## config.mk

```make
export PLATFORM = sky130hd
export DESIGN_NAME = lscpd_div
export DESIGN_NICKNAME = d
export VERILOG_FILES = /design/src/hw/rtl/lscpd_div.sv
export SDC_FILE = /design/constraint.sdc
export NUM_CORES = 1
export LEC_CHECK = 0
export BUFFER_PORTS_ARGS = -buffer_cell sky130_fd_sc_hd__buf_4
export CORE_MARGIN = 3
export CORE_UTILIZATION = 57
export CTS_CLUSTER_DIAMETER = 50
export DETAILED_ROUTE_END_ITERATION = 10
export PLACE_DENSITY = 0.86
export SLEW_MARGIN = 15
export SYNTH_ARGS = -nofsm -noshare
export SYNTH_HDL_FRONTEND = slang
export SYNTH_SLANG_ARGS = --single-unit
```

## constraint.sdc

```tcl
create_clock -name clk -period 3.6 [get_ports clk]
set_input_delay 0.36 -clock clk [delete_from_list [all_inputs] [get_ports clk]]
set_output_delay 0.36 -clock clk [all_outputs]
set_load 0.1 [all_outputs]
```

## src/hw/rtl/lscpd_div.sv

```systemverilog
// lscpd_div: signed restoring divider for the centroid, one bit per cycle,
// quotient truncated toward zero
// depends on lscpd_pkg
`timescale 1ns / 1ps
module lscpd_div (
  input  logic         clk,
  input  logic         rst_n,
  input  logic         start,
  input  logic [23:0]  num_in,
  input  logic         num_neg,
  input  logic [13:0]  den_in,
  output logic         done,
  output logic [23:0]  quo
);

  logic [23:0] num_r, quo_r;
  logic [14:0] rem_r;
  logic [13:0] den_r;
  logic [4:0]  cnt_r;
  logic        neg_r, busy_r, done_r;
  logic [14:0] rem_sh;
  logic [15:0] trial;

  always_comb begin
    rem_sh = {rem_r[13:0], num_r[23]};
    trial  = {1'b0, rem_sh} - {2'b0, den_r};
  end

  always_ff @(posedge clk) begin
    if (!rst_n) begin
      busy_r <= 1'b0;
      done_r <= 1'b0;
      cnt_r  <= '0;
    end else begin
      done_r <= 1'b0;
      if (start) begin
        num_r  <= num_in;
        den_r  <= den_in;
        neg_r  <= num_neg;
        rem_r  <= '0;
        quo_r  <= '0;
        cnt_r  <= 5'd24;
        busy_r <= 1'b1;
      end else if (busy_r) begin
        num_r <= num_r << 1;
        rem_r <= trial[15] ? rem_sh : trial[14:0];
        quo_r <= {quo_r[22:0], ~trial[15]};
        cnt_r <= cnt_r - 1'b1;
        if (cnt_r == 5'd1) begin
          busy_r <= 1'b0;
          done_r <= 1'b1;
        end
      end
      if (done_r && neg_r) quo_r <= ~quo_r + 1'b1;
    end
  end

  // quo is the signed result the cycle after done
  assign done = done_r;
  assign quo  = quo_r;

endmodule

```

# == Word-level counts from Yosys, hierarchy flattened ==
# Cells that the tools add are included.
# word_totals
regBits,84
out_inout_bits,25
wordCells,38
# op_classes
addsub,3
n_eq_ne,1
n_mux,13
bitwise_logic,4
n_reduce_logical,8
# ops
operator,count
two-way mux 24 bit,5
two-way mux 14 bit,2
adder 24 x 1 -> 24 bit (second input constant),1
NOT 24 bit,1
subtractor 15 x 14 -> 16 bit,1
two-way mux 5 bit,2
AND reduction 2 bit,3
== test 5 x 1 -> 1 bit (second input constant),1
subtractor 5 x 1 -> 5 bit (second input constant),1
two-way mux 1 bit,4
NOT 1 bit,3
nonzero test 3 bit,1
OR reduction 3 bit,1
nonzero test 2 bit,1
OR reduction 2 bit,1
logical AND 1 bit,1

# == Logic depth before layout (Yosys ltp) ==
# depth
word_depth,5
depth_mapped,11

# == Least setup slack after synthesis ==
# OpenSTA, ideal clock, no wires.
# synth_path
kind,register to register
startpoint,"reg quo_r[10], in the netlist quo[10]"
endpoint,"reg quo_r[23], in the netlist quo[23] (data pin)"
setup_ps,257
t_arrival_ps,2708
t_required_ps,3343
setup_slack_ps,635
stages_incl_launch_ff,8
path_buffers,0
synth_period_minus_slack_ps,2965
cell_sequence,edfxtp_1 or4_4 or3_4 or2_4 nor3_4 nand2_1 mux2i_1 a22o_1
# synth_via
elab_chain_len,3
# synth_lines
element,line,rtl
"start, declared",16,"logic [23:0] num_r, quo_r;"
"start signal, assigned",47,"quo_r <= {quo_r[22:0], ~trial[15]};"
"start signal, assigned",54,if (done_r && neg_r) quo_r <= ~quo_r + 1'b1;
NOT 24 bit,54,
adder 24 x 1 -> 24 bit,54,
two-way mux 24 bit,54,
# Every way passes these cells.
# A chain may end at the register's enable or synchronous reset.

# == Final worst setup path ==
# layout_path
startpoint,reg rem_r[9]
endpoint,reg rem_r[11] (data pin)
# layout_via
elab_chain_len,3
# layout_lines
element,line,rtl
"start, declared",17,logic [14:0] rem_r;
"start signal, assigned",46,rem_r <= trial[15] ? rem_sh : trial[14:0];
subtractor 15 x 14 -> 16 bit,26,"trial = {1'b0, rem_sh} - {2'b0, den_r};"
two-way mux 14 bit,46,
two-way mux 14 bit,44,end else if (busy_r) begin
# Every way passes these cells. The select of a mux whose other input is x is not followed.

==> summary.txt <==
Warnings, synthesis -> 0
Placer Congestion -> 0.833
Root Driver -> clkbuf_8
Filler instances -> 564
Latest clock arrival within the worst-skew pair -> 0.35 ns
Area of the mapped netlist -> 0.00461 mm2
Antenna viol nets, final -> 0
Most instantiated cells after synthesis -> edfxtp_1, nor2_1, o21ai_0, inv_1, mux2_2
Via count -> 3365
Rows -> 32
Measured slew at the worst slew-check pin -> 0.817 ns
Data required, critical path -> 3.69 ns
Clock Skew -> 0.0124 ns
HPWL after DPL -> 6.46 mm
Remaining DRCs -> 0
Die Wd -> 96.0 um
Crit path kind -> reg2reg
Leakage power -> 2.17 nW
TritonRoute pass-1 iters -> 5
Hold Fails Final Rpt -> 0
TritonCTS clock tree -> yes
Minimum clock period -> 2.99 ns
Initial antenna violation count -> 0
Final hold slack -> 0.180 ns
GRT Overall Usage -> 21.5%
RSZ-0062 raised after global routing -> no
Final setup violation count -> 0
Wire per inst -> 16.2 um
Syn nets -> 466
Clock Pin Slew Worst Setup and Hold Paths -> 0.08 ns
Yosys reg bits -> 84
Final Power -> 2.51 mW
Layout cells sized above 1 -> 23.4%
GRT met2 Usage -> 35.4%
Initial DRC Count -> 206
DIE AREA -> 0.00921 mm2
Critical Path Sink Type -> register
Vias in the first global route -> 3210
Synth unique cells -> 46
CTS Buf Count -> 9
Syn avg cell area -> 11.4 um2
Max-cap check violation count -> 0
Count of flip-flops with a built-in enable after synthesis -> 77
Crit Path Max Fanout -> 15
Crit path DAT -> 3.08 ns
# IOs -> 67
GRT overflow -> 0
Initial Util -> 59.1%
Critical Path Start Type -> register
Setup bufs post-CTS -> 0
Most numerous cell in the Yosys netlist -> edfxtp_1
Placeable Area -> 0.00781 mm2
Final WL -> 9.31 mm
Outcome -> finished, final reports clean
CTS resizes -> 0
Met3 usage -> 5.08%
CTS max path bufs -> 2
Ys flop type -> edfxtp_1
Largest net degree at the start of global routing -> 56
FMAX -> 0.334 GHz
Setup Total Neg Slack -> 0 ns
PortBufs -> 66
Cells after synthesis -> 406
Cts hold-fix bufs -> 0
PwrDens -> 465 mW/mm2
VDD IR max -> 0.258 mV
Fin. max-slew vios -> 0
Vias/cell -> 5.87
Worst rel slew slack -> 45.4%
Post-synthesis sequential area ratio -> 53.1%
Die Height -> 96.0 um
ANT cells -> 0
Grt met1 use -> 27.7%
Nets -> 526
Num Clock Sinks -> 84
Area Growth Syn to Fin -> 17.0%
Busiest grt layer -> met2
Synth top area share -> 50.1%
# H-tree levels -> 3
Synth top area cells -> edfxtp_1, mux2_2, ha_1
Hold WC Path Type -> in2reg
Fin crit share -> 83.1%
Asr flop ratio synth -> 0%
Most area-hungry cell type in the Yosys netlist -> edfxtp_1
First-pass GRT wire length -> 15.2 mm
power breakdown:
group	switching, mW	total, mW	internal, mW
clock	0.331	0.740	0.410
sequential	0.0512	1.21	1.15
combinational	0.349	0.565	0.216
critical path, cell delays in order (launching register included):
cell	delay, ns
edfxtp_1	0.40
ha_1	0.42
and3_1	0.23
a31oi_1	0.15
o21ai_0	0.14
o2111ai_1	0.40
nand2_1	0.54
mux2i_1	0.37
nor2_1	0.07
kinds of logic after synthesis:
family | synth area share [%]
adder cells (fa/ha/maj) | 5.04
flip-flops | 53.1
multiplexers | 8.43
buffers and inverters | 3.69
AO/OA/AOI/OAI | 12.0
AND/OR/NAND/NOR | 13.5
XOR/XNOR | 4.18
cell usage in the layout, fill, tap and decap left out, types with 7 or more instances in the layout:
cell / count
xor2_1: 10
mux2_2: 23
clkbuf_8: 10
a22o_1: 8
o21ai_0: 34
ha_1: 17
nand2_1: 21
nor2_1: 35
buf_4: 68
mux2i_1: 13
nand3b_1: 17
a21oi_1: 14
inv_1: 26
dfxtp_1: 7
xnor2_1: 12
edfxtp_1: 77
area by class of cell:
class / instances / area, um2 / area share, %
clock buffers: 12 / 145 / 2.69
clock inverters: 4 / 72.6 / 1.34
inverters: 26 / 97.6 / 1.81
multi-input cells: 277 / 1990 / 36.9
flip-flops and latches: 84 / 2450 / 45.4
well taps: 102 / 128 / 2.36
repair buffers: 68 / 510 / 9.46
final timing paths:
path | startpoint | endpoint | slack, ns | depth (start not counted)
hold / removal | den_in[5] | den_r[5]$_DFFE_PP_ | 0.18 | 1
setup reg to reg | rem_r[9]$_SDFFCE_PP0P_ | rem_r[11]$_SDFFCE_PP0P_ | 0.61 | 8
hold reg to reg | cnt_r[1]$_SDFFE_PP0P_ | cnt_r[1]$_SDFFE_PP0P_ | 0.51 | 2
setup / recovery | rem_r[9]$_SDFFCE_PP0P_ | rem_r[11]$_SDFFCE_PP0P_ | 0.61 | 8
registers in the layout, summed over array words and instances (netlist names):
name,count
den_r,14
neg_r,1
done,1
cnt_r,5
busy_r,1
num_r,24
quo,24
rem_r,14
per-stage QoR:
step / area (um2) / std cells / util [%] / setup WS [ns]
floorplan: 4610 / 406 / - / 0.635
global placement: 5180 / 557 / 66.3 / 0.900
detailed placement: 5180 / 557 / 66.3 / 0.706
CTS: 5400 / 573 / 69.1 / 0.637
global route: 5400 / 573 / 69.1 / 0.374
finish: 5400 / 573 / 69.1 / 0.610
metal layers:
layer  vias to the layer above  routed length, um
met4                         0                140
met1                      1624               3940
met3                        13                616
li1                       1615                  -
met2                       113               4610
met5                         -                  0
No activity file was read; power rests on OpenSTA's default activity.
