[src/hw/rtl/lscpd_pkg.sv]
// lscpd_pkg: shared constants and types for the line sensor
// centroid pid drive block
// no dependencies
`timescale 1ns / 1ps
package lscpd_pkg;

  localparam int SensorCount = 8;
  localparam int SampleBits  = 12;
  localparam int DutyBits    = 10;
  localparam int PosBits     = 11;
  localparam int DriveBits   = 10;
  localparam int IntBits     = 15;
  localparam int NormBits    = 10;
  localparam int QuotBits    = 10;

  localparam logic [SampleBits-1:0] FullScale = {SampleBits{1'b1}};
  localparam int NormScale  = 1000;
  localparam int FloorLevel = 50;
  localparam int PosLimit   = 896;
  localparam int IntLimit   = 12800;
  localparam int DriveLimit = 400;

  typedef enum logic [1:0] {
    MODE_CLEAR = 2'd0,
    MODE_CAL   = 2'd1,
    MODE_STEP  = 2'd2,
    MODE_NONE  = 2'd3
  } mode_t;

  typedef enum logic [1:0] {
    REG_GAIN_P = 2'd0,
    REG_GAIN_I = 2'd1,
    REG_GAIN_D = 2'd2,
    REG_BASE   = 2'd3
  } reg_idx_t;

  // lane command and status between top level and lanes
  typedef struct packed {
    logic start;
    logic clear;
    logic cal;
  } lane_cmd_t;

  typedef struct packed {
    logic busy;
    logic done;
  } lane_sts_t;

  typedef logic [SampleBits-1:0] sample_t;
  typedef logic [NormBits-1:0]   norm_t;

endpackage

[src/hw/rtl/lscpd_lane.sv]
// lscpd_lane: one sensor lane, holds the calibration span and normalises
// a sample with a restoring divider, one quotient bit per cycle
// depends on lscpd_pkg
`timescale 1ns / 1ps
module lscpd_lane (
  input  logic                 clk,
  input  logic                 rst_n,
  input  lscpd_pkg::lane_cmd_t cmd,
  input  lscpd_pkg::sample_t   sample,
  output lscpd_pkg::lane_sts_t sts,
  output lscpd_pkg::norm_t     norm
);

  localparam int NumBits = lscpd_pkg::SampleBits + 10;
  localparam int CntBits = $clog2(lscpd_pkg::QuotBits + 1);

  lscpd_pkg::sample_t dark_r, light_r;
  logic [lscpd_pkg::SampleBits:0]  den_r;
  logic [NumBits-1:0]              num_r;
  logic [lscpd_pkg::SampleBits:0]  rem_r;
  logic [lscpd_pkg::QuotBits-1:0]  quo_r;
  logic [CntBits-1:0]              cnt_r;
  logic                            busy_r, done_r;
  lscpd_pkg::norm_t                norm_r;

  logic [lscpd_pkg::SampleBits:0]   hi, span, sc;
  logic [NumBits-1:0]               prod;
  logic [lscpd_pkg::SampleBits+1:0] trial;
  logic [lscpd_pkg::SampleBits:0]   rem_sh;
  logic                             qbit;

  // span set up: span at least one, sample clamped into it
  always_comb begin
    hi = (dark_r <= light_r) ? ({1'b0, light_r} + 1'b1) : {1'b0, dark_r};
    span = hi - {1'b0, light_r};
    if ({1'b0, sample} < {1'b0, light_r}) sc = '0;
    else if ({1'b0, sample} > hi) sc = span;
    else sc = {1'b0, sample} - {1'b0, light_r};
    prod = NumBits'(sc) * NumBits'(lscpd_pkg::NormScale);
  end

  // one restoring division step; quotient never exceeds 1000
  always_comb begin
    rem_sh = {rem_r[lscpd_pkg::SampleBits-1:0], num_r[NumBits-1]};
    trial  = {rem_r[lscpd_pkg::SampleBits], rem_sh} - {1'b0, den_r};
    qbit   = ~trial[lscpd_pkg::SampleBits+1];
  end

  always_ff @(posedge clk) begin
    if (!rst_n) begin
      dark_r  <= '0;
      light_r <= lscpd_pkg::FullScale;
      busy_r  <= 1'b0;
      done_r  <= 1'b0;
      cnt_r   <= '0;
    end else begin
      done_r <= 1'b0;
      if (cmd.clear) begin
        dark_r  <= '0;
        light_r <= lscpd_pkg::FullScale;
      end else if (cmd.cal) begin
        if (sample > dark_r)  dark_r  <= sample;
        if (sample < light_r) light_r <= sample;
      end
      if (cmd.start) begin
        // skip the top numerator bits that cannot give a quotient bit
        num_r  <= prod << (NumBits - lscpd_pkg::QuotBits);
        rem_r  <= {1'b0, prod[NumBits-1:lscpd_pkg::QuotBits]};
        den_r  <= span;
        quo_r  <= '0;
        cnt_r  <= CntBits'(lscpd_pkg::QuotBits);
        busy_r <= 1'b1;
      end else if (busy_r) begin
        num_r <= num_r << 1;
        rem_r <= qbit ? trial[lscpd_pkg::SampleBits:0] : rem_sh;
        quo_r <= {quo_r[lscpd_pkg::QuotBits-2:0], qbit};
        cnt_r <= cnt_r - 1'b1;
        if (cnt_r == CntBits'(1)) begin
          busy_r <= 1'b0;
          done_r <= 1'b1;
        end
      end
      if (done_r) begin
        norm_r <= (quo_r < lscpd_pkg::QuotBits'(lscpd_pkg::FloorLevel)) ? '0 : quo_r;
      end
    end
  end

  assign sts  = '{busy: busy_r, done: done_r};
  assign norm = norm_r;

endmodule

[config.mk]
export PLATFORM = sky130hd
export DESIGN_NAME = lscpd_lane
export DESIGN_NICKNAME = d
export VERILOG_FILES = /design/src/hw/rtl/lscpd_pkg.sv /design/src/hw/rtl/lscpd_lane.sv
export SDC_FILE = /design/constraint.sdc
export NUM_CORES = 1
export LEC_CHECK = 0
export BUFFER_PORTS_ARGS = -buffer_cell sky130_fd_sc_hd__buf_2
export CELL_PAD_IN_SITES_DETAIL_PLACEMENT = 1
export CELL_PAD_IN_SITES_GLOBAL_PLACEMENT = 1
export CORE_AREA = 2 2 190 192
export CTS_CLUSTER_DIAMETER = 80
export DETAILED_ROUTE_END_ITERATION = 8
export DIE_AREA = 0 0 192 194
export PLACE_DENSITY_LB_ADDON = 0.1
export SYNTH_ARGS = -nofsm -noshare
export SYNTH_HDL_FRONTEND = slang
export SYNTH_SLANG_ARGS = --single-unit
[constraint.sdc]
create_clock -name clk -period 11.03 [get_ports clk]
set_clock_uncertainty 0.2 [all_clocks]
set_input_delay 1.103 -clock clk [delete_from_list [all_inputs] [get_ports clk]]
set_output_delay 1.103 -clock clk [all_outputs]
set_load 0.02 [all_outputs]
* Word level (Yosys, flattened, before mapping)
Cells that the tools add are included.
W data, S select, Z words.
** Word-level totals
- Register bits :: 97
- Bits of input ports :: 17
- Output and inout port bits :: 12
** Cells by class
- $add $sub $neg :: 5
- Multiply operators :: 1
- $lt $le $gt $ge :: 6
- Eq/ne operators :: 1
- Mux-type cells :: 15
- Bitwise gates (word level) :: 3
- Reduce and logical (&&, ||, !) cells :: 9
** Operator list (number)
- $mux W13 :: 5
- $mux W22 :: 2
- $lt A12 B12 Y1 :: 2
- $mul A13 B7 Y19 const B :: 1
- $sub A14 B13 Y14 :: 1
- $add A12 B1 Y13 const B :: 1
- $gt A12 B13 Y1 :: 1
- $sub A12 B12 Y13 :: 1
- $sub A13 B12 Y13 :: 1
- $gt A12 B12 Y1 :: 1
- $le A12 B12 Y1 :: 1
- $mux W12 :: 1
- $lt A10 B6 Y1 const B :: 1
- $mux W10 :: 1
- $reduce_and A2 Y1 :: 5
- $mux W4 :: 2
- $eq A4 B1 Y1 const B :: 1
- $mux W1 :: 4
- $reduce_or A2 Y1 :: 2
- $sub A4 B1 Y4 const B :: 1
- $not A1 Y1 :: 3
- $reduce_or A3 Y1 :: 1
- $reduce_bool A2 Y1 :: 1

* Logic depth before layout (Yosys ltp)
Gate-level depths: netlist (run 1).
- Word-level depth :: 7
- Depth in mapped cells :: 36
- Depth with buffers taken out :: 34

* Least setup slack after synthesis (run 1)
No wires, ideal clock.
- Path kind :: register to register
- Start :: register light_r[1]
- End :: register rem_r[11] (netlist name) (data pin)
- Setup time :: 0.271 ns
- Data arrival time :: 7.786 ns
- Path slack :: 2.773 ns
- Stages on the path, launching flop included :: 36
- Period minus slack after synthesis :: 8.257 ns
- Cell sequence :: dfxtp_1 -> inv_1 -> ha_1 -> nor2b_1 -> o211ai_1 -> a21oi_1 -> o41ai_2 -> clkbuf_1 -> buf_2 -> nand2_1 -> o21ai_0 -> inv_1 -> ha_1 -> nor2b_1 -> o21a_1 -> o21ai_1 -> a211oi_1 -> o21a_1 -> clkbuf_1 -> a21oi_1 -> o21ai_0 -> fa_1 -> fa_1 -> inv_1 -> fa_1 -> inv_1 -> fa_1 -> inv_1 -> ha_1 -> a21oi_1 -> nand2_1 -> a221oi_2 -> o21ai_1 -> a31oi_1 -> xnor2_1 -> a21oi_1
** On the way
- Longest elaborated chain between the ends :: 7
- Elaborated cells between the ends (all ways) :: 11
- Classes of those cells :: add/sub: 3; mul: 1; order compare: 3; mux: 4
** RTL lines
- start, declared :: line lscpd_lane.sv:17 : lscpd_pkg::sample_t dark_r, light_r;
- start signal, assigned :: line lscpd_lane.sv:52 : light_r <= lscpd_pkg::FullScale;
- start signal, assigned :: line lscpd_lane.sv:60 : light_r <= lscpd_pkg::FullScale;
- start signal, assigned :: line lscpd_lane.sv:63 : if (sample < light_r) light_r <= sample;
- $add A12 B1 Y13 / $le A12 B12 Y1 (equally long branches) :: line lscpd_lane.sv:34 : hi = (dark_r <= light_r) ? ({1'b0, light_r} + 1'b1) : {1'b0, dark_r};
- $mux W13 :: line lscpd_lane.sv:34
- $sub A13 B12 Y13 / $gt A12 B13 Y1 (equally long branches) :: line lscpd_lane.sv:35, lscpd_lane.sv:37
- $mux W13 :: line lscpd_lane.sv:37 : else if ({1'b0, sample} > hi) sc = span;
- $mux W13 * :: line lscpd_lane.sv:36 : if ({1'b0, sample} < {1'b0, light_r}) sc = '0;
- $mul A13 B7 Y19 * :: line lscpd_lane.sv:39 : prod = NumBits'(sc) * NumBits'(lscpd_pkg::NormScale);
- $mux W12 * :: line lscpd_lane.sv:65 : if (cmd.start) begin
- end signal, assigned :: line lscpd_lane.sv:68 : rem_r <= {1'b0, prod[NumBits-1:lscpd_pkg::QuotBits]};
- end signal, assigned :: line lscpd_lane.sv:75 : rem_r <= qbit ? trial[lscpd_pkg::SampleBits:0] : rem_sh;
- end, declared :: line lscpd_lane.sv:20 : logic [lscpd_pkg::SampleBits:0] rem_r;
Mark *: on every way between the ends. The rest lies on a longest branch, timed or not.
A chain may end at the register's enable or synchronous reset.

* Worst setup path in the final report (run 1)
- Start :: register light_r[1]
- End :: register rem_r[10] (netlist name) (data pin)
The elaborated chain is that of the path after synthesis.

==> results of run 1 <==
[where the power goes]
| group | internal [mW] | total [mW] | switching [mW] |
|---|---|---|---|
| Combinational | 0.232 | 0.599 | 0.368 |
| Sequential | 0.367 | 0.382 | 0.0148 |
| Clock | 0.158 | 0.305 | 0.147 |
| Total | 0.757 | 1.29 | 0.529 |
[synthesized netlist by cell type (all sizes together) (7+ instances only)]
cell type and n:
nor2b 22, nor4 7, clkbuf 18, a31oi 9, xor2 15, mux2i 24, edfxtp 53, nand2b 10
buf 14, a21o 31, o211ai 7, inv 113, nand2 60, nand3 41, and2 10, o21a 25
ha 119, nor3 13, a211oi 8, nand4 15, xnor2 38, nor2 46, dfxtp 30, o21ai 47
fa 44, a21oi 58
[through the flow]
step,cell area (um^2),instances,total power [mW]
2_1_floorplan,8740,951,0.835
3_3_place_gp,9350,1413,0.998
3_5_place_dp,9350,1413,0.996
4_1_cts,9640,1429,1.31
5_1_grt,9640,1429,1.40
6_report,9640,1429,1.29
[worst max path at each step]
stage | cells after the start | to | startpoint | slack (ns)
2_1_floorplan | 35 | rem_r[11] | light_r[1] | 2.77
3_3_place_gp | 30 | rem_r[11] | light_r[1] | 1.65
4_1_cts | 30 | rem_r[11] | light_r[1] | 1.51
3_5_place_dp | 30 | rem_r[11] | light_r[1] | 1.53
6_report | 28 | rem_r[10] | light_r[1] | 1.65
5_1_grt | 28 | rem_r[10] | light_r[1] | 0.91
[critical path: cells and delay by family (launching register included)]
family                     cells  cell delay, ns
AOI/OAI and AO/OA             12            4.21
adders and majority gates      7            2.81
and+or+nand+nor                4            0.74
buffers and inverters          4            0.62
DFF                            1            0.45
muxes                          1            0.12
[kinds of logic (layout without fill, tap and decap cells)]
family / Yosys count / count (layout) / synth area share
AOI/OAI and AO/OA: 228 / 228 / 0.178
xor gates and xnor gates: 53 / 53 / 0.0531
adders and majority gates: 163 / 163 / 0.271
buffers and inverters: 145 / 162 / 0.0672
DFF: 83 / 83 / 0.251
muxes: 29 / 29 / 0.0339
and+or+nand+nor: 250 / 250 / 0.145
[cell type report]
type                    count  area share
clock buffers               9      0.0234
clock inverters             7     0.00727
inverters                 113      0.0440
multi-input cells         723       0.620
flip-flops and latches     83       0.227
well taps                 461      0.0598
repair buffers             33      0.0184
[flip-flops by register name, summed over array words and instances, names as in the netlist, 4 cells and up]
name and cells:
cnt_r 4, norm 10, light_r 12, dark_r 12
den_r 13, quo_r 10, num_r 7, rem_r 13
[metal layers]
metal | share of wire | global-route usage | vias to the layer above
met5 | 0 | 0 | -
li1 | - | - | 3398
met2 | 0.48 | 0.252 | 34
met3 | 0.014 | 0.0217 | 8
met4 | 0.0077 | 0.0277 | 0
met1 | 0.49 | 0.193 | 3282
==> results.toml, run 1 <==
[cts]
clk_latency_ns = 0.37
numCtsBuffers = 9
clkSinkCount = 83
path_clk_slew_ns = 0.07
post-cts-setup-buffers = 0
post_cts_resized = 0
htree_levels = 3
postCtsHoldBufs = 0
clock_path_buffers = 2
cts_tree = "done"
cts_root_buffer = "clkbuf_16"

[timing]
worstMarginPinSlew_ns = 1.10
final-hold-violation-count = 0
fmax_ghz = 0.107
rsz0062_at_grt = "false"
finalWorstSetupSlack_ns = 1.65
setup_viol = 0
timing.final.max_slew_violations = 0
fin_hold_ws_ns = 0.266
period_share = 0.851
slew_headroom = 0.262
final.setup.tns_ns = 0
min_period_ns = 9.38

[pwr]
ir_drop_mv = 0.0840
powerDensity_mw_per_mm2 = 133
p_leak_nw = 4.33

[drt]
avgViaCountPerCell = 4.70
drc_errors = 0
first_iter_violations = 227
first_pass_iters = 4
vias = 6722
wirelength_um = 25800
wire_per_inst_um = 18.1
antenna_left = 0

[synthesis]
synth-seq-area-share = 0.251
synth_area_per_cell_um2 = 9.19
synthesis.nets = 1131
yosysUniqueCellTypes = 66
synth_flop_cell = "edfxtp_1"
netlist_area_mm2 = 0.00874
ys_seq_elements = 83
synth_top_cell_by_area = "edfxtp_1"
netlist_instances = 951
async_flop_share = 0
synth_edf_count = 53
yosysWarningCount = 0
synth_area_leaders = "edfxtp_1 18%, ha_1 17%, fa_1 10%, dfxtp_1 6.9%, inv_1 4.8%"
yosys.area.top_type_share = 0.182

[worst_setup_path]
critPathCaptureType = "register"
cp_common_cell = "fa_1"
r2r-start = "light_r[1]"
cp_max_fo = 18
critical_path_arrival_ns = 9.30
crit_required_ns = 10.95
crit_slowest_cell = "o21ai_1"
r2r_cells = 28
r2r_slack_ns = 1.65
slowest_delay_ns = 0.89
crit_type = "register to register"
reg2reg_to = "rem_r[10]"
cp-start-kind = "register"

[final_layout]
area_delta_synth_final_pct = 10.4
area.sequential_mm2 = 0.00219
fillCellCount = 4129
multiInputGateArea_mm2 = 0.00598
final_cell_mix = "119 x ha_1, 112 x inv_1, 60 x nand2_1, 58 x a21oi_1, 53 x edfxtp_1"
layout-drive-gt1-share = 0.0754
antenna_cells = 0
layout_commonest_cell = "ha_1"
nets = 1143
final_util = 0.274

[global_route]
overflow = 0
grt_max_degree = 36
grt_usage = 0.146
antenna_found_initial = 0
grt_pass1_vias = 7302
grt_pass1_wl_um = 41800

[worst_hold_path]
holdPathEnd = "norm[9]"
holdCritPathClass = "register to register"
min_path_cells = 0
hp-start = "quo_r[9]"

[floorplanning]
core_mm2 = 0.0352
io_pins = 29
dieHeight_um = 194
chipWidth_um = 192
rows = 69
die-area_mm2 = 0.0372
initial_core_util = 0.248

[placement]
gp_congestion = 0.784
port_buffers = 28
hpwl_um = 21200
dp_slack_ns = 1.53

[status]
outcome = "finished, final reports clean"

[run]
max_cap_viol_count = 0
No activity file was read; power rests on OpenSTA's default activity.
==> inputs of run 2 (changes only) <==
==> constraint.sdc (replaced) <==
create_clock -name clk -period 11.9 [get_ports clk]
set_clock_uncertainty 0.2 [all_clocks]
set_input_delay 1.19 -clock clk [delete_from_list [all_inputs] [get_ports clk]]
set_output_delay 1.19 -clock clk [all_outputs]
set_load 0.02 [all_outputs]
==> results.toml, run 2 (same netlist as run 1, synthesis figures left out) <==
[status]
outcome = "finished, final reports clean"

[final_layout]
layout_commonest_cell = "ha_1"
final_util = 0.274
finalInstanceArea_mm2 = 0.00964
area_delta_synth_final_pct = 10.3
nets = 1142
antenna_cells = 0
reg_top3 = "den_r: 13 flops, rem_r: 13 flops"
layout-drive-gt1-share = 0.0745
fillCellCount = 4099
final_cell_mix = "119 x ha_1, 112 x inv_1, 60 x nand2_1, 58 x a21oi_1, 53 x edfxtp_1"

[cts]
cts_root_buffer = "clkbuf_16"
htree_levels = 3
cts_tree = "done"
clock_path_buffers = 2
path_clk_slew_ns = 0.08
post_cts_resized = 0
clkSinkCount = 83
clk_latency_ns = 0.37
postCtsHoldBufs = 0
post-cts-setup-buffers = 0
numCtsBuffers = 9

[drt]
first_iter_violations = 236
avgViaCountPerCell = 4.73
wirelength_um = 25600
wire_per_inst_um = 18.0
drc_errors = 0
first_pass_iters = 4
antenna_left = 0
vias = 6748

[placement]
hpwl_um = 21100
port_buffers = 28
gp_congestion = 0.760
post_dp_cell_area_mm2 = 0.00934

[global_route]
overflow = 0
antenna_found_initial = 0
grt_pass1_wl_um = 41800
grt_max_degree = 38
grt_usage = 0.146
grt_pass1_vias = 7281

[worst_setup_path]
crit_type = "register to register"
crit_required_ns = 11.79
r2r-start = "light_r[1]"
crit_path_start = "light_r[1]"
critPathCaptureType = "register"
cp_max_fo = 18
cp-start-kind = "register"
slowest_delay_ns = 0.82
crit_slowest_cell = "o21ai_0"
critical_path_arrival_ns = 9.39

[floorplanning]
core_mm2 = 0.0352
initial_core_util = 0.248
io_pins = 29
chipWidth_um = 192
rows = 69
dieHeight_um = 194
die-area_mm2 = 0.0372

[timing]
fin_hold_ws_ns = 0.282
rsz0062_at_grt = "false"
timing.final.max_slew_violations = 0
final.setup.tns_ns = 0
fmax_ghz = 0.105
slew_headroom = 0.269
worstMarginPinSlew_ns = 1.09
period_share = 0.799
setup_viol = 0
min_period_ns = 9.51
final-hold-violation-count = 0

[pwr]
powerDensity_mw_per_mm2 = 124
ir_drop_mv = 0.0987
switchingPower_mw = 0.490
p_int_mw = 0.705
p_seq_frac = 0.296
p_leak_nw = 4.33
p_clk_frac = 0.244
p_sw_frac = 0.410
p_comb_frac = 0.460

[worst_hold_path]
holdCritPathClass = "register to register"
hp-start = "quo_r[9]"

[run]
max_cap_viol_count = 0
## run 2: cell count changes in the layout (fill, tap and decap cells not counted)
cell | previous run | this run
inv_6 | 2 | 1
clkinvlp_4 | 1 | 0
clkinv_4 | 2 | 1
buf_4 | 5 | 4
inv_8 | 1 | 5
clkinv_8 | 1 | 0
## run 2: metal layers
metal,part of all wire,track usage,wire [um],vias up
met5,0,0,0,-
met4,0.012,0.0351,320,0
met3,0.013,0.0214,342,16
met2,0.48,0.246,12300,30
met1,0.50,0.196,12700,3301
li1,-,-,-,3401
## run 2: area by class of cell
type | instances | area [um^2] | share of cell area
Multi-Input combinational cell | 723 | 5980 | 0.620
Sequential cell | 83 | 2190 | 0.227
Tap cell | 461 | 577 | 0.0598
Inverter | 113 | 424 | 0.0440
Clock buffer | 9 | 225 | 0.0234
Timing Repair Buffer | 32 | 170 | 0.0177
Clock inverter | 7 | 73.8 | 0.00766
## run 2: final timing paths
path                                  end  slack (ns)  cells past startpoint
worst max-delay path            rem_r[11]        2.39                     30
worst min-delay path              norm[9]        0.28                      0
worst max register to register  rem_r[11]        2.39                     30
worst min register to register    norm[9]        0.28                      0
## run 2: critical path: cells and delay by family (launching register included)
kind	cells	cell delay (ns)
flops	1	0.46
buf+inv	5	0.64
xor+xnor	1	0.15
simple gates	4	0.68
fa+ha+maj	7	3.08
compound gates	13	3.99
## run 2: power groups by stage
stage / clock network, mW / registers [mW] / logic (mW)
floorplan: 0 / 0.356 / 0.418
global placement: 0 / 0.361 / 0.562
detailed placement: 0 / 0.361 / 0.561
CTS: 0.306 / 0.354 / 0.567
global route: 0.313 / 0.357 / 0.635
finish: 0.291 / 0.354 / 0.550
## run 2: stage by stage
| step | setup WS [ns] | instances | total power [mW] |
|---|---|---|---|
| finish | 2.39 | 1428 | 1.19 |
| global route | 1.56 | 1428 | 1.31 |
| CTS | 2.27 | 1428 | 1.23 |
| detailed placement | 2.31 | 1412 | 0.922 |
| global placement | 2.37 | 1412 | 0.923 |
| floorplan | 3.64 | 951 | 0.774 |
